--- src/rtl/ruf_pkg.sv ---
// ----------------------------------------------------------------------------
// ruf_pkg
// Types, codes and defaults shared by the resource unit flow allocator.
// ----------------------------------------------------------------------------
package ruf_pkg;

    // Fixed field widths
    localparam int TASK_W    = 10;
    localparam int RES_W     = 2;
    localparam int CAP_W     = 7;
    localparam int NUM_CFG   = 4;
    localparam int CFG_IDX_W = 2;

    // Parameter defaults
    localparam int DEF_NUM_RESOURCES = 4;
    localparam int DEF_MAX_UNITS     = 64;
    localparam int DEF_MAX_TASKS     = 1024;

    localparam logic       CMD_CLAIM   = 1'b0;
    localparam logic       CMD_RESTART = 1'b1;
    localparam logic [6:0] CAP_RESET   = 7'd1;

    typedef struct packed {
        logic              cmd;
        logic [TASK_W-1:0] task_id;
        logic [RES_W-1:0]  resource_index;
        logic [CAP_W-1:0]  demand;
    } t_in_word;

    typedef struct packed {
        logic [TASK_W-1:0] provider_task;
        logic [TASK_W-1:0] consumer_task;
        logic              last;
    } t_out_word;

    typedef enum logic [1:0] {
        S_IDLE,
        S_SETUP,
        S_RUN,
        S_FLUSH
    } t_ctl_state;

    // Controller to datapath
    typedef struct packed {
        logic reseed;
        logic load;
        logic start;
        logic step;
        logic finish;
    } t_dp_cmd;

    // Datapath to controller
    typedef struct packed {
        logic in_restart;
        logic claim_ok;
        logic step_ok;
        logic last_unit;
        logic pend_valid;
        logic out_free;
    } t_dp_status;

endpackage

--- src/rtl/ruf_ctrl.sv ---
// ----------------------------------------------------------------------------
// ruf_ctrl
// Sequencer for one claim: setup, one unit per step, final arc flush.
// ----------------------------------------------------------------------------
module ruf_ctrl (
    input  logic              i_clk,
    input  logic              i_rst_n,
    input  logic              i_in_valid,
    output logic              o_in_stall,
    input  ruf_pkg::t_dp_status i_status,
    output ruf_pkg::t_dp_cmd    o_cmd
);
    import ruf_pkg::*;

    t_ctl_state r_state;
    t_ctl_state n_state;

    always_ff @(posedge i_clk) begin
        if (!i_rst_n) begin
            r_state <= S_IDLE;
        end else begin
            r_state <= n_state;
        end
    end

    always_comb begin
        n_state    = r_state;
        o_cmd      = '0;
        o_in_stall = 1'b1;
        case (r_state)
            S_IDLE: begin
                o_in_stall = 1'b0;
                if (i_in_valid) begin
                    if (i_status.in_restart) begin
                        o_cmd.reseed = 1'b1;
                    end else begin
                        o_cmd.load = 1'b1;
                        n_state    = S_SETUP;
                    end
                end
            end
            S_SETUP: begin
                if (i_status.claim_ok) begin
                    o_cmd.start = 1'b1;
                    n_state     = S_RUN;
                end else begin
                    n_state = S_IDLE;
                end
            end
            S_RUN: begin
                if (i_status.step_ok) begin
                    o_cmd.step = 1'b1;
                    if (i_status.last_unit) begin
                        n_state = S_FLUSH;
                    end
                end
            end
            S_FLUSH: begin
                // hold until the pending arc, if any, goes out as the last one
                o_cmd.finish = 1'b1;
                if (!i_status.pend_valid || i_status.out_free) begin
                    n_state = S_IDLE;
                end
            end
            default: begin
                n_state = S_IDLE;
            end
        endcase
    end

endmodule

--- src/rtl/ruf_datapath.sv ---
// ----------------------------------------------------------------------------
// ruf_datapath
// Unit owner RAM, per-pool ring heads and fill counts, arc merge and output
// register.
// ----------------------------------------------------------------------------
module ruf_datapath #(
    parameter int NUM_RESOURCES = ruf_pkg::DEF_NUM_RESOURCES,
    parameter int MAX_UNITS     = ruf_pkg::DEF_MAX_UNITS,
    parameter int MAX_TASKS     = ruf_pkg::DEF_MAX_TASKS
) (
    input  logic                             i_clk,
    input  logic                             i_rst_n,
    input  ruf_pkg::t_in_word                i_in_data,
    input  logic                             i_cfg_we,
    input  logic [ruf_pkg::CFG_IDX_W-1:0]    i_cfg_idx,
    input  logic [ruf_pkg::CAP_W-1:0]        i_cfg_wdata,
    input  logic                             i_out_stall,
    output logic                             o_out_valid,
    output ruf_pkg::t_out_word               o_out_data,
    input  ruf_pkg::t_dp_cmd                 i_cmd,
    output ruf_pkg::t_dp_status              o_status
);
    import ruf_pkg::*;

    localparam int HW    = $clog2(MAX_UNITS + 1);
    localparam int HDW   = (MAX_UNITS > 1) ? $clog2(MAX_UNITS) : 1;
    localparam int DEPTH = NUM_RESOURCES * MAX_UNITS;
    localparam int AW    = (DEPTH > 1) ? $clog2(DEPTH) : 1;
    localparam int RW    = (NUM_RESOURCES > 1) ? $clog2(NUM_RESOURCES) : 1;

    logic [CAP_W-1:0]  r_cap [NUM_CFG];
    logic [TASK_W-1:0] mem [DEPTH];
    logic [TASK_W-1:0] r_rd_data;

    // A pool is written from slot zero upward, so the written slots are
    // always a prefix whose length is the fill count.
    logic [HW-1:0]     r_fill     [NUM_RESOURCES];
    logic [HDW-1:0]    r_head_pool[NUM_RESOURCES];

    logic [TASK_W-1:0] r_task;
    logic [RES_W-1:0]  r_res;
    logic [CAP_W-1:0]  r_demand;
    logic [HDW-1:0]    r_head;
    logic [HW-1:0]     r_left;
    logic [TASK_W-1:0] r_prev;
    logic              r_have_prev;
    logic              r_pend_valid;
    logic              r_out_valid;
    t_out_word         r_out_word;

    logic [RW-1:0]     res_idx;
    logic              res_ok;
    logic              task_ok;
    logic [CAP_W-1:0]  cfg_cap;
    logic [HW-1:0]     cap;
    logic [HW-1:0]     need;
    logic [HDW-1:0]    head0;
    logic [HW-1:0]     head_inc;
    logic [HDW-1:0]    head_next;
    logic [AW-1:0]     base;
    logic [AW-1:0]     slot;
    logic [AW-1:0]     rd_addr;
    logic              slot_used;
    logic              emit;
    logic              out_free;
    logic              push_mid;
    logic              push_last;

    always_comb begin
        res_idx  = RW'(r_res);
        res_ok   = int'(r_res) < NUM_RESOURCES;
        task_ok  = int'(r_task) < MAX_TASKS;
        // every 2-bit resource index has a capacity register
        cfg_cap  = r_cap[r_res];
        cap      = (int'(cfg_cap) > MAX_UNITS) ? HW'(MAX_UNITS) : HW'(cfg_cap);
        need     = (int'(r_demand) > int'(cap)) ? cap : HW'(r_demand);
        head0    = (HW'(r_head_pool[res_idx]) >= cap) ? '0 : r_head_pool[res_idx];
        head_inc = HW'(r_head) + HW'(1);
        head_next = (head_inc >= cap) ? '0 : HDW'(head_inc);
        base     = AW'(int'(r_res) * MAX_UNITS);
        slot     = base + AW'(r_head);
        slot_used = HW'(r_head) < r_fill[res_idx];
        emit     = slot_used && (!r_have_prev || (r_rd_data != r_prev));
        out_free = !r_out_valid || !i_out_stall;
        push_mid = i_cmd.step && emit && r_pend_valid;
        push_last = i_cmd.finish && r_pend_valid && out_free;

        if (i_cmd.start) begin
            rd_addr = base + AW'(head0);
        end else if (i_cmd.step) begin
            rd_addr = base + AW'(head_next);
        end else begin
            rd_addr = slot;
        end
    end

    always_comb begin
        o_status.in_restart = (i_in_data.cmd == CMD_RESTART);
        o_status.claim_ok   = res_ok && task_ok && (need != '0);
        o_status.step_ok    = !(emit && r_pend_valid && !out_free);
        o_status.last_unit  = (r_left == HW'(1));
        o_status.pend_valid = r_pend_valid;
        o_status.out_free   = out_free;
    end

    // Owner RAM: one write and one registered read per cycle
    always_ff @(posedge i_clk) begin
        if (i_cmd.step) begin
            mem[slot] <= r_task;
        end
        r_rd_data <= mem[rd_addr];
    end

    always_ff @(posedge i_clk) begin
        if (!i_rst_n) begin
            for (int i = 0; i < NUM_CFG; i++) begin
                r_cap[i] <= CAP_RESET;
            end
        end else if (i_cfg_we) begin
            r_cap[i_cfg_idx] <= i_cfg_wdata;
        end
    end

    always_ff @(posedge i_clk) begin
        if (!i_rst_n || i_cmd.reseed) begin
            for (int i = 0; i < NUM_RESOURCES; i++) begin
                r_fill[i]      <= '0;
                r_head_pool[i] <= '0;
            end
        end else begin
            if (i_cmd.step && !slot_used) begin
                r_fill[res_idx] <= head_inc;
            end
            if (i_cmd.finish) begin
                r_head_pool[res_idx] <= r_head;
            end
        end
    end

    always_ff @(posedge i_clk) begin
        if (i_cmd.load) begin
            r_task   <= i_in_data.task_id;
            r_res    <= i_in_data.resource_index;
            r_demand <= i_in_data.demand;
        end
        if (i_cmd.start) begin
            r_head <= head0;
            r_left <= need;
        end else if (i_cmd.step) begin
            r_head <= head_next;
            r_left <= r_left - HW'(1);
            if (emit) begin
                r_prev <= r_rd_data;
            end
        end
        if (push_mid) begin
            r_out_word <= '{provider_task: r_prev, consumer_task: r_task, last: 1'b0};
        end else if (push_last) begin
            r_out_word <= '{provider_task: r_prev, consumer_task: r_task, last: 1'b1};
        end
    end

    always_ff @(posedge i_clk) begin
        if (!i_rst_n) begin
            r_have_prev  <= 1'b0;
            r_pend_valid <= 1'b0;
            r_out_valid  <= 1'b0;
        end else begin
            if (i_cmd.start) begin
                r_have_prev  <= 1'b0;
                r_pend_valid <= 1'b0;
            end else if (i_cmd.step && emit) begin
                r_have_prev  <= 1'b1;
                r_pend_valid <= 1'b1;
            end else if (push_last) begin
                r_pend_valid <= 1'b0;
            end
            if (push_mid || push_last) begin
                r_out_valid <= 1'b1;
            end else if (!i_out_stall) begin
                r_out_valid <= 1'b0;
            end
        end
    end

    assign o_out_valid = r_out_valid;
    assign o_out_data  = r_out_word;

endmodule

--- src/rtl/resource_unit_flow_allocator.sv ---
// ----------------------------------------------------------------------------
// resource_unit_flow_allocator
// Per-resource unit pools; claims take units earliest released first and
// emit merged (provider, consumer) arcs.
// ----------------------------------------------------------------------------
//  channel  dir  signals                              carries
//  in       in   i_in_valid  o_in_stall  i_in_data    claim or restart word
//  out      out  o_out_valid i_out_stall o_out_data   arc word
//  cfg      in   i_cfg_we    i_cfg_idx   i_cfg_wdata  pool capacity
//
//  A claim of d units takes min(d, capacity) units, one unit per cycle unless
//  the output stalls, through the owner RAM (one read and one write a cycle),
//  plus setup and flush. A restart is taken in idle; an ignored claim ends at setup.
//  Reset and restart empty every pool at once by clearing the fill counts.
//  A stalled output holds the claim at the next arc that must go out.
// ----------------------------------------------------------------------------
module resource_unit_flow_allocator #(
    parameter int NUM_RESOURCES = ruf_pkg::DEF_NUM_RESOURCES,
    parameter int MAX_UNITS     = ruf_pkg::DEF_MAX_UNITS,
    parameter int MAX_TASKS     = ruf_pkg::DEF_MAX_TASKS
) (
    input  logic                          i_clk,
    input  logic                          i_rst_n,
    input  logic                          i_in_valid,
    output logic                          o_in_stall,
    input  ruf_pkg::t_in_word             i_in_data,
    output logic                          o_out_valid,
    input  logic                          i_out_stall,
    output ruf_pkg::t_out_word            o_out_data,
    input  logic                          i_cfg_we,
    input  logic [ruf_pkg::CFG_IDX_W-1:0] i_cfg_idx,
    input  logic [ruf_pkg::CAP_W-1:0]     i_cfg_wdata
);
    import ruf_pkg::*;

    t_dp_cmd    dp_cmd;
    t_dp_status dp_status;

    ruf_ctrl u_ctrl (
        .i_clk      (i_clk),
        .i_rst_n    (i_rst_n),
        .i_in_valid (i_in_valid),
        .o_in_stall (o_in_stall),
        .i_status   (dp_status),
        .o_cmd      (dp_cmd)
    );

    ruf_datapath #(
        .NUM_RESOURCES (NUM_RESOURCES),
        .MAX_UNITS     (MAX_UNITS),
        .MAX_TASKS     (MAX_TASKS)
    ) u_datapath (
        .i_clk       (i_clk),
        .i_rst_n     (i_rst_n),
        .i_in_data   (i_in_data),
        .i_cfg_we    (i_cfg_we),
        .i_cfg_idx   (i_cfg_idx),
        .i_cfg_wdata (i_cfg_wdata),
        .i_out_stall (i_out_stall),
        .o_out_valid (o_out_valid),
        .o_out_data  (o_out_data),
        .i_cmd       (dp_cmd),
        .o_status    (dp_status)
    );

endmodule
--- config.mk ---
export PLATFORM = sky130hd
export DESIGN_NAME = resource_unit_flow_allocator
export DESIGN_NICKNAME = d
export VERILOG_FILES = /design/src/rtl/ruf_pkg.sv /design/src/rtl/ruf_ctrl.sv /design/src/rtl/ruf_datapath.sv /design/src/rtl/resource_unit_flow_allocator.sv
export SDC_FILE = /design/constraint.sdc
export NUM_CORES = 2
export LEC_CHECK = 0
export ABC_CLOCK_PERIOD_IN_PS = 5700
export BUFFER_PORTS_ARGS = -buffer_cell sky130_fd_sc_hd__buf_2
export CAP_MARGIN = 5
export CORE_UTILIZATION = 30
export DETAILED_ROUTE_END_ITERATION = 10
export SYNTH_ARGS = -nofsm -noshare
export SYNTH_HDL_FRONTEND = slang
export SYNTH_SLANG_ARGS = --single-unit
--- constraint.sdc ---
create_clock -name i_clk -period 5.7 [get_ports i_clk]
set_input_delay 0.57 -clock i_clk [delete_from_list [all_inputs] [get_ports i_clk]]
set_output_delay 0.57 -clock i_clk [all_outputs]
set_load 0.02 [all_outputs]
## Yosys cells after proc, flatten, opt, wreduce, memory -nomap -nowiden

Memories as Yosys holds them, arrays and structs flattened. A register that Yosys moved wholly into a read port is not among the register bits.
Cells that the tools add are included.

- Add/subtract/negate cells: 5
- Magnitude comparators: 5
- Eq/ne operators: 11
- Multiplexer cells: 59
- Bitwise logic cells: 2
- Reduce and logical (&&, ||, !) cells: 31

Operators by type and width:

| operator | count |
|---|---|
| $mux W21 | 2 |
| $mux W7 | 6 |
| $mux W6 | 5 |
| $mux W1 | 29 |
| $mux W2 | 14 |
| $add A8 B6 Y8 | 3 |
| $mux W8 | 2 |
| $reduce_or A7 Y1 | 2 |
| $ne A10 B10 Y1 | 1 |
| $logic_and A1 B1 Y1 | 8 |
| $ne A2 B2 Y1 const B | 4 |
| $pmux W2 S4 | 1 |
| $add A6 B1 Y7 const B | 1 |
| $eq A7 B1 Y1 const B | 1 |
| $ge A6 B7 Y1 | 1 |
| $ge A7 B7 Y1 | 1 |
| $gt A7 B7 Y1 | 1 |
| $gt A7 B7 Y1 const B | 1 |
| $logic_not A1 Y1 | 7 |
| $lt A6 B7 Y1 | 1 |
| $reduce_bool A7 Y1 | 1 |
| $sub A7 B1 Y7 const B | 1 |
| $reduce_bool A2 Y1 | 3 |
| $reduce_or A6 Y1 | 1 |
| other kinds (9) | 16 |

- Bits in registers: 68
- RAM bits: 2640
- Bits of input ports: 34
- Output and inout bits: 23
- Word-level logic and storage cells: 130
- Memories kept: 4

Memories:

| name | words | width | rd ports | clocked after memory_dff | write ports | line | RTL |
|---|---|---|---|---|---|---|---|
| u_datapath.mem | 256 | 10 | 1 | 1 | 1 | ruf_datapath.sv:32 | `logic [TASK_W-1:0] mem [DEPTH];` |
| u_datapath.r_cap | 4 | 7 | 1 | 1 | 4 | ruf_datapath.sv:31 | `logic [CAP_W-1:0] r_cap [NUM_CFG];` |
| u_datapath.r_fill | 4 | 7 | 1 | 1 | 4 | ruf_datapath.sv:37 | `logic [HW-1:0] r_fill [NUM_RESOURCES];` |
| u_datapath.r_head_pool | 4 | 6 | 1 | 1 | 4 | ruf_datapath.sv:38 | `logic [HDW-1:0] r_head_pool[NUM_RESOURCES];` |

## Longest topological paths before layout

- Word-level depth: 13
- Depth in mapped cells: 24
- Mapped depth without buffers: 17

## Cells and area by module

From an unflattened synthesis, not the netlist that was laid out.

- Cells, all modules: 7075
- Area, all modules: 108499.1 sq um

Modules (own cells, without submodules):

| module | instances | cells each | area each (sq um) | seq. area each (sq um) |
|---|---|---|---|---|
| ruf_datapath | 1 | 7058 | 108352.7 | 81458.1 |
| ruf_ctrl | 1 | 17 | 146.4 | 40.0 |

## Worst setup path before layout

Ideal clock, no wire load.

- Kind: flip-flop to flip-flop
- Start: reg (tool-made name)
- End: reg u_datapath.r_rd_data[7], read port of u_datapath.mem
- Setup time: 0.130 ns
- Arrival time: 4.731 ns
- Path slack: 0.839 ns
- Stages on the path, launching flop included: 22
- Clock period less this slack: 4.861 ns
- Cells stage by stage: dfxtp_1 > buf_6 > buf_2 > mux4_2 > inv_1 > ha_1 > nand3_1 > a311oi_2 > a21bo_2 > nand2_2 > mux2i_1 > a21o_1 > buf_4 > buf_6 > buf_6 > buf_2 > mux2i_1 > mux2i_1 > a2111oi_0 > o211ai_1 > nand4_1 > nand4_1

RTL lines:

| element | line | RTL |
|---|---|---|
| end, declared | ruf_datapath.sv:33 | `logic [TASK_W-1:0] r_rd_data;` |

==> summary.md <==
| Metric | Value |
|---|---|
| CTS tree | `done` |
| DIE AREA | `between 300000 and 400000 µm²` |
| Fin crit share | `between 90% and 100%` |
| Post-synthesis simple-gate area fraction | `11.6%` |
| Top cells by area, synth | `edfxtp_1 74%, nand2_1 6.0%, nand3_1 3.1%, mux2i_1 3.0%, a21oi_1 1.8%` |
| Syn Area/Cell | `13.8 µm²` |
| Max_cap viols | `0` |
| First DRT Iteration DRCs | `10200` |
| Ys async rst share | `0%` |
| Max VDD drop | `~0.22 mV` |
| RSZ-0062 raised after global routing | `true` |
| Die width | `606 µm` |
| CTS Buf Count | `289` |
| Synth Register Bits | `2720` |
| Most common cell after layout, fill and taps aside | `edfxtp_1` |
| Hold Vio Cnt, Final | `0` |
| Cell accounting for the most synthesized area | `edfxtp_1` |
| Via-to-Cell Ratio | `5.28` |
| Number of I/O pins | `57` |
| H-tree depth | `5` |
| Setup crit start kind | `flop` |
| Initial core utilization | `30.2%` |
| Final setup vio count | `0` |
| Crit path DAT | `6.45 ns` |
| Hold Crit Start | `i_cfg_wdata[5]` |
| Total GRT Usage | `a little under a fifth` |
| Core ar. | `~360000 µm²` |
| Compound-cell area share of the yosys netlist | `between 7 and 8%` |
| Setup Crit Path Kind | `flop to flop` |
| Clock Skews | `0.0506 ns` |
| Vias | `approximately 72000` |
| Synth Area in Adders | `0.354%` |
| Initial antenna violation count | `27` |
| DR DRC count | `0` |
| Netlist Area Pre-Place | `about 110000 µm²` |
| EDFF count, synth | `2702` |
| CTS sink cnt | `2720` |
| Peak fanout along the critical path | `13` |
| Post-route cell area | `131000 µm²` |
| Die H | `606 µm` |
| Routed wire per std cell | `25.5 µm` |
| Slew HR | `5.18%` |
| Hold_ws | `about 0.069 ns` |
| Top achievable clock speed | `0.178 GHz` |
| Slew Viols, Final | `0` |
| Synth warn | `0` |
| Grt total ovfl | `0` |
| Clk Latency, worst-skew pair | `approximately 0.91 ns` |
| Hold Path Class | `input pin to flop` |
| Yosys cell types | `79` |
| Layout Nets | `about 8700` |
| Fin cells | `13700` |
| Detailed placer's ending HPWL | `220000 µm` |
| Yosys top cell area share | `between 70 and 80%` |
| Status | `finished, final reports clean` |
| Fin Setup TNS | `0 ns` |
| Placed Instances | `~13000` |
| Mux share of post-synthesis cell area | `3.60%` |
| DRT antenna net count | `0` |
| Share of synthesized area occupied by flip-flops and latches | `74.4%` |
| Wire length after detailed routing | `348000 µm` |
| Synth Flop Type | `edfxtp_1` |
| Layout cell share with drive strength beyond 1 | `16.6%` |
| CTS root buffer | `clkbuf_16` |
| Pwr dens | `392 nW/µm²` |
| Data required time of the worst path | `6.54 ns` |
| Most frequent cells in the layout | `2702 x edfxtp_1, 1747 x nand2_1, 741 x buf_4, 666 x nand3_1, 387 x a21oi_1` |
| Clock transition at path regs | `0.06 ns` |
| Design Power | `51.6 mW` |
| Vias in the first global route | `69500` |
| Largest family of logic cells by synthesized area | `simple AND/OR/NAND/NOR gates` |
| Dpl cell area | `approximately 120000 µm²` |
| Clock buffer depth | `4` |
| Worst-Margin Slew | `1.42 ns` |
| Mapped Cells | `7939` |
| Leakage power | `45.1 nW` |
| Synth Net Count | `8004` |
| First-pass GRT wire length | `496000 µm` |
| Synth Area in XOR/XNOR | `less than 1%` |
| GPL Wtd Cong | `0.890` |
| Synthesis-to-layout area growth | `20.0%` |
| Port Buffers | `56` |
| First drt pass iteration count | `6` |
| Largest net degree at the start of global routing | `191` |
| Final Critical Period | `between 5 and 6 ns` |
| FP Rows | `221` |
| Critical path endpoint category | `flop` |
==> path summary, 6_finish.rpt <==
kind | to | slack, ns | depth (start not counted)
setup / recovery | u_datapath.r_rd_data[7] | 0.08 | 21
hold / removal | u_datapath.r_cap[1][5] | 0.07 | 2
hold reg to reg | u_datapath.r_have_prev | 0.49 | 2
setup reg to reg | u_datapath.r_rd_data[7] | 0.08 | 21
==> power by group <==
part,total (mW),internal (mW),leakage (nW),switching (mW)
Sequential,22.3,22.1,24.6,0.194
Combinational,10.4,3.53,16.0,6.91
Clock,18.9,10.8,4.57,8.09
==> per-layer routing <==
layer	part of all wire, %	wire length (µm)	GRT usage (%)
met3	11	36700	3.58
met5	0.028	96	0
met4	4.4	15400	7.50
met1	40	139000	25.0
met2	45	157000	28.6
==> state kept, by name, indices dropped and copies added (netlist names), named ones only <==
name,count
u_datapath.r_res,2
u_datapath.r_left,7
u_datapath.mem,2560
u_datapath.r_have_prev,1
u_datapath.r_head_pool,24
u_datapath.r_demand,7
u_datapath.o_out_valid,1
u_datapath.r_head,6
u_ctrl.r_state,1
u_datapath.r_rd_data,10
u_datapath.r_cap,28
u_datapath.r_pend_valid,1
u_datapath.r_task,10
u_datapath.r_fill,28
u_datapath.o_out_data,21
u_datapath.r_prev,10
==> Yosys cell counts (18+ instances only) <==
library cell	n
nand3_1	671
and2_1	41
a22oi_1	104
o22ai_1	27
mux4_2	18
nand4_1	67
buf_4	38
inv_1	89
nor3_1	40
nand2_1	1754
o211ai_1	25
o21ai_0	62
dfxtp_1	18
mux2i_1	324
buf_1	36
mux2_2	26
ha_1	31
buf_2	275
o221ai_1	37
a311oi_1	55
a31oi_1	128
clkbuf_1	174
a221oi_1	47
edfxtp_1	2702
nor2_1	344
a21oi_1	391
a32oi_1	51
a211oi_1	143
==> cell type report <==
class / count / area, µm²
Antenna cell: 4 / 10.0
Clock buffer: 336 / 7420
Clock inverter: 185 / 2050
Fill cell: 34200 / 231000
Inverter: 89 / 334
Multi-Input combinational cell: 4594 / 25500
Sequential cell: 2720 / 81500
Tap cell: 4794 / 6000
Timing Repair Buffer: 950 / 8660
==> through the flow <==
| stage | utilization, % | setup WS (ns) |
|---|---|---|
| after floorplan | - | 0.839 |
| after global placement | 33.5 | -0.440 |
| after detailed placement | 33.5 | -0.433 |
| after CTS | 36.2 | 0.0117 |
| after global routing | 36.2 | -0.0205 |
| final | 36.2 | 0.0822 |
==> cell families after synthesis <==
| kind of cell | count (synthesis) |
|---|---|
| xor gates and xnor gates | 19 |
| AOI/OAI and AO/OA | 1168 |
| DFF | 2720 |
| muxes | 368 |
| adders and majority gates | 31 |
| and+or+nand+nor | 3008 |
| buffers and inverters | 625 |
==> worst max-delay path: stages, from the launching register on <==
cell and delay [ns]:
dfxtp_1 0.35, buf_4 0.20, mux4_2 0.56, nand2_1 0.12, ha_1 0.26, a21oi_1 0.19
o21ai_1 0.14, or4_1 0.55, and3_4 0.24, o211ai_1 0.26, buf_4 0.19, o311a_4 0.38
buf_12 0.17, buf_12 0.18, nor2_4 0.10, buf_4 0.26, buf_4 0.21, nand3_1 0.07
a31oi_1 0.09, o21bai_1 0.39, nand4_1 0.40, nand4_1 0.21
==> what timing repair did <==
| item | 4_1_cts | 5_1_grt |
|---|---|---|
| cloned | 0 | 2 |
| setup buffers | 5 | 1 |
| setup endpoints to repair | 8 | 32 |
| hold endpoints to repair | 30 | 0 |
| pin swaps | 3 | 5 |
| hold buffers | 23 | 0 |
| resized for setup | 20 | 40 |
No activity file was read; power rests on OpenSTA's default activity.
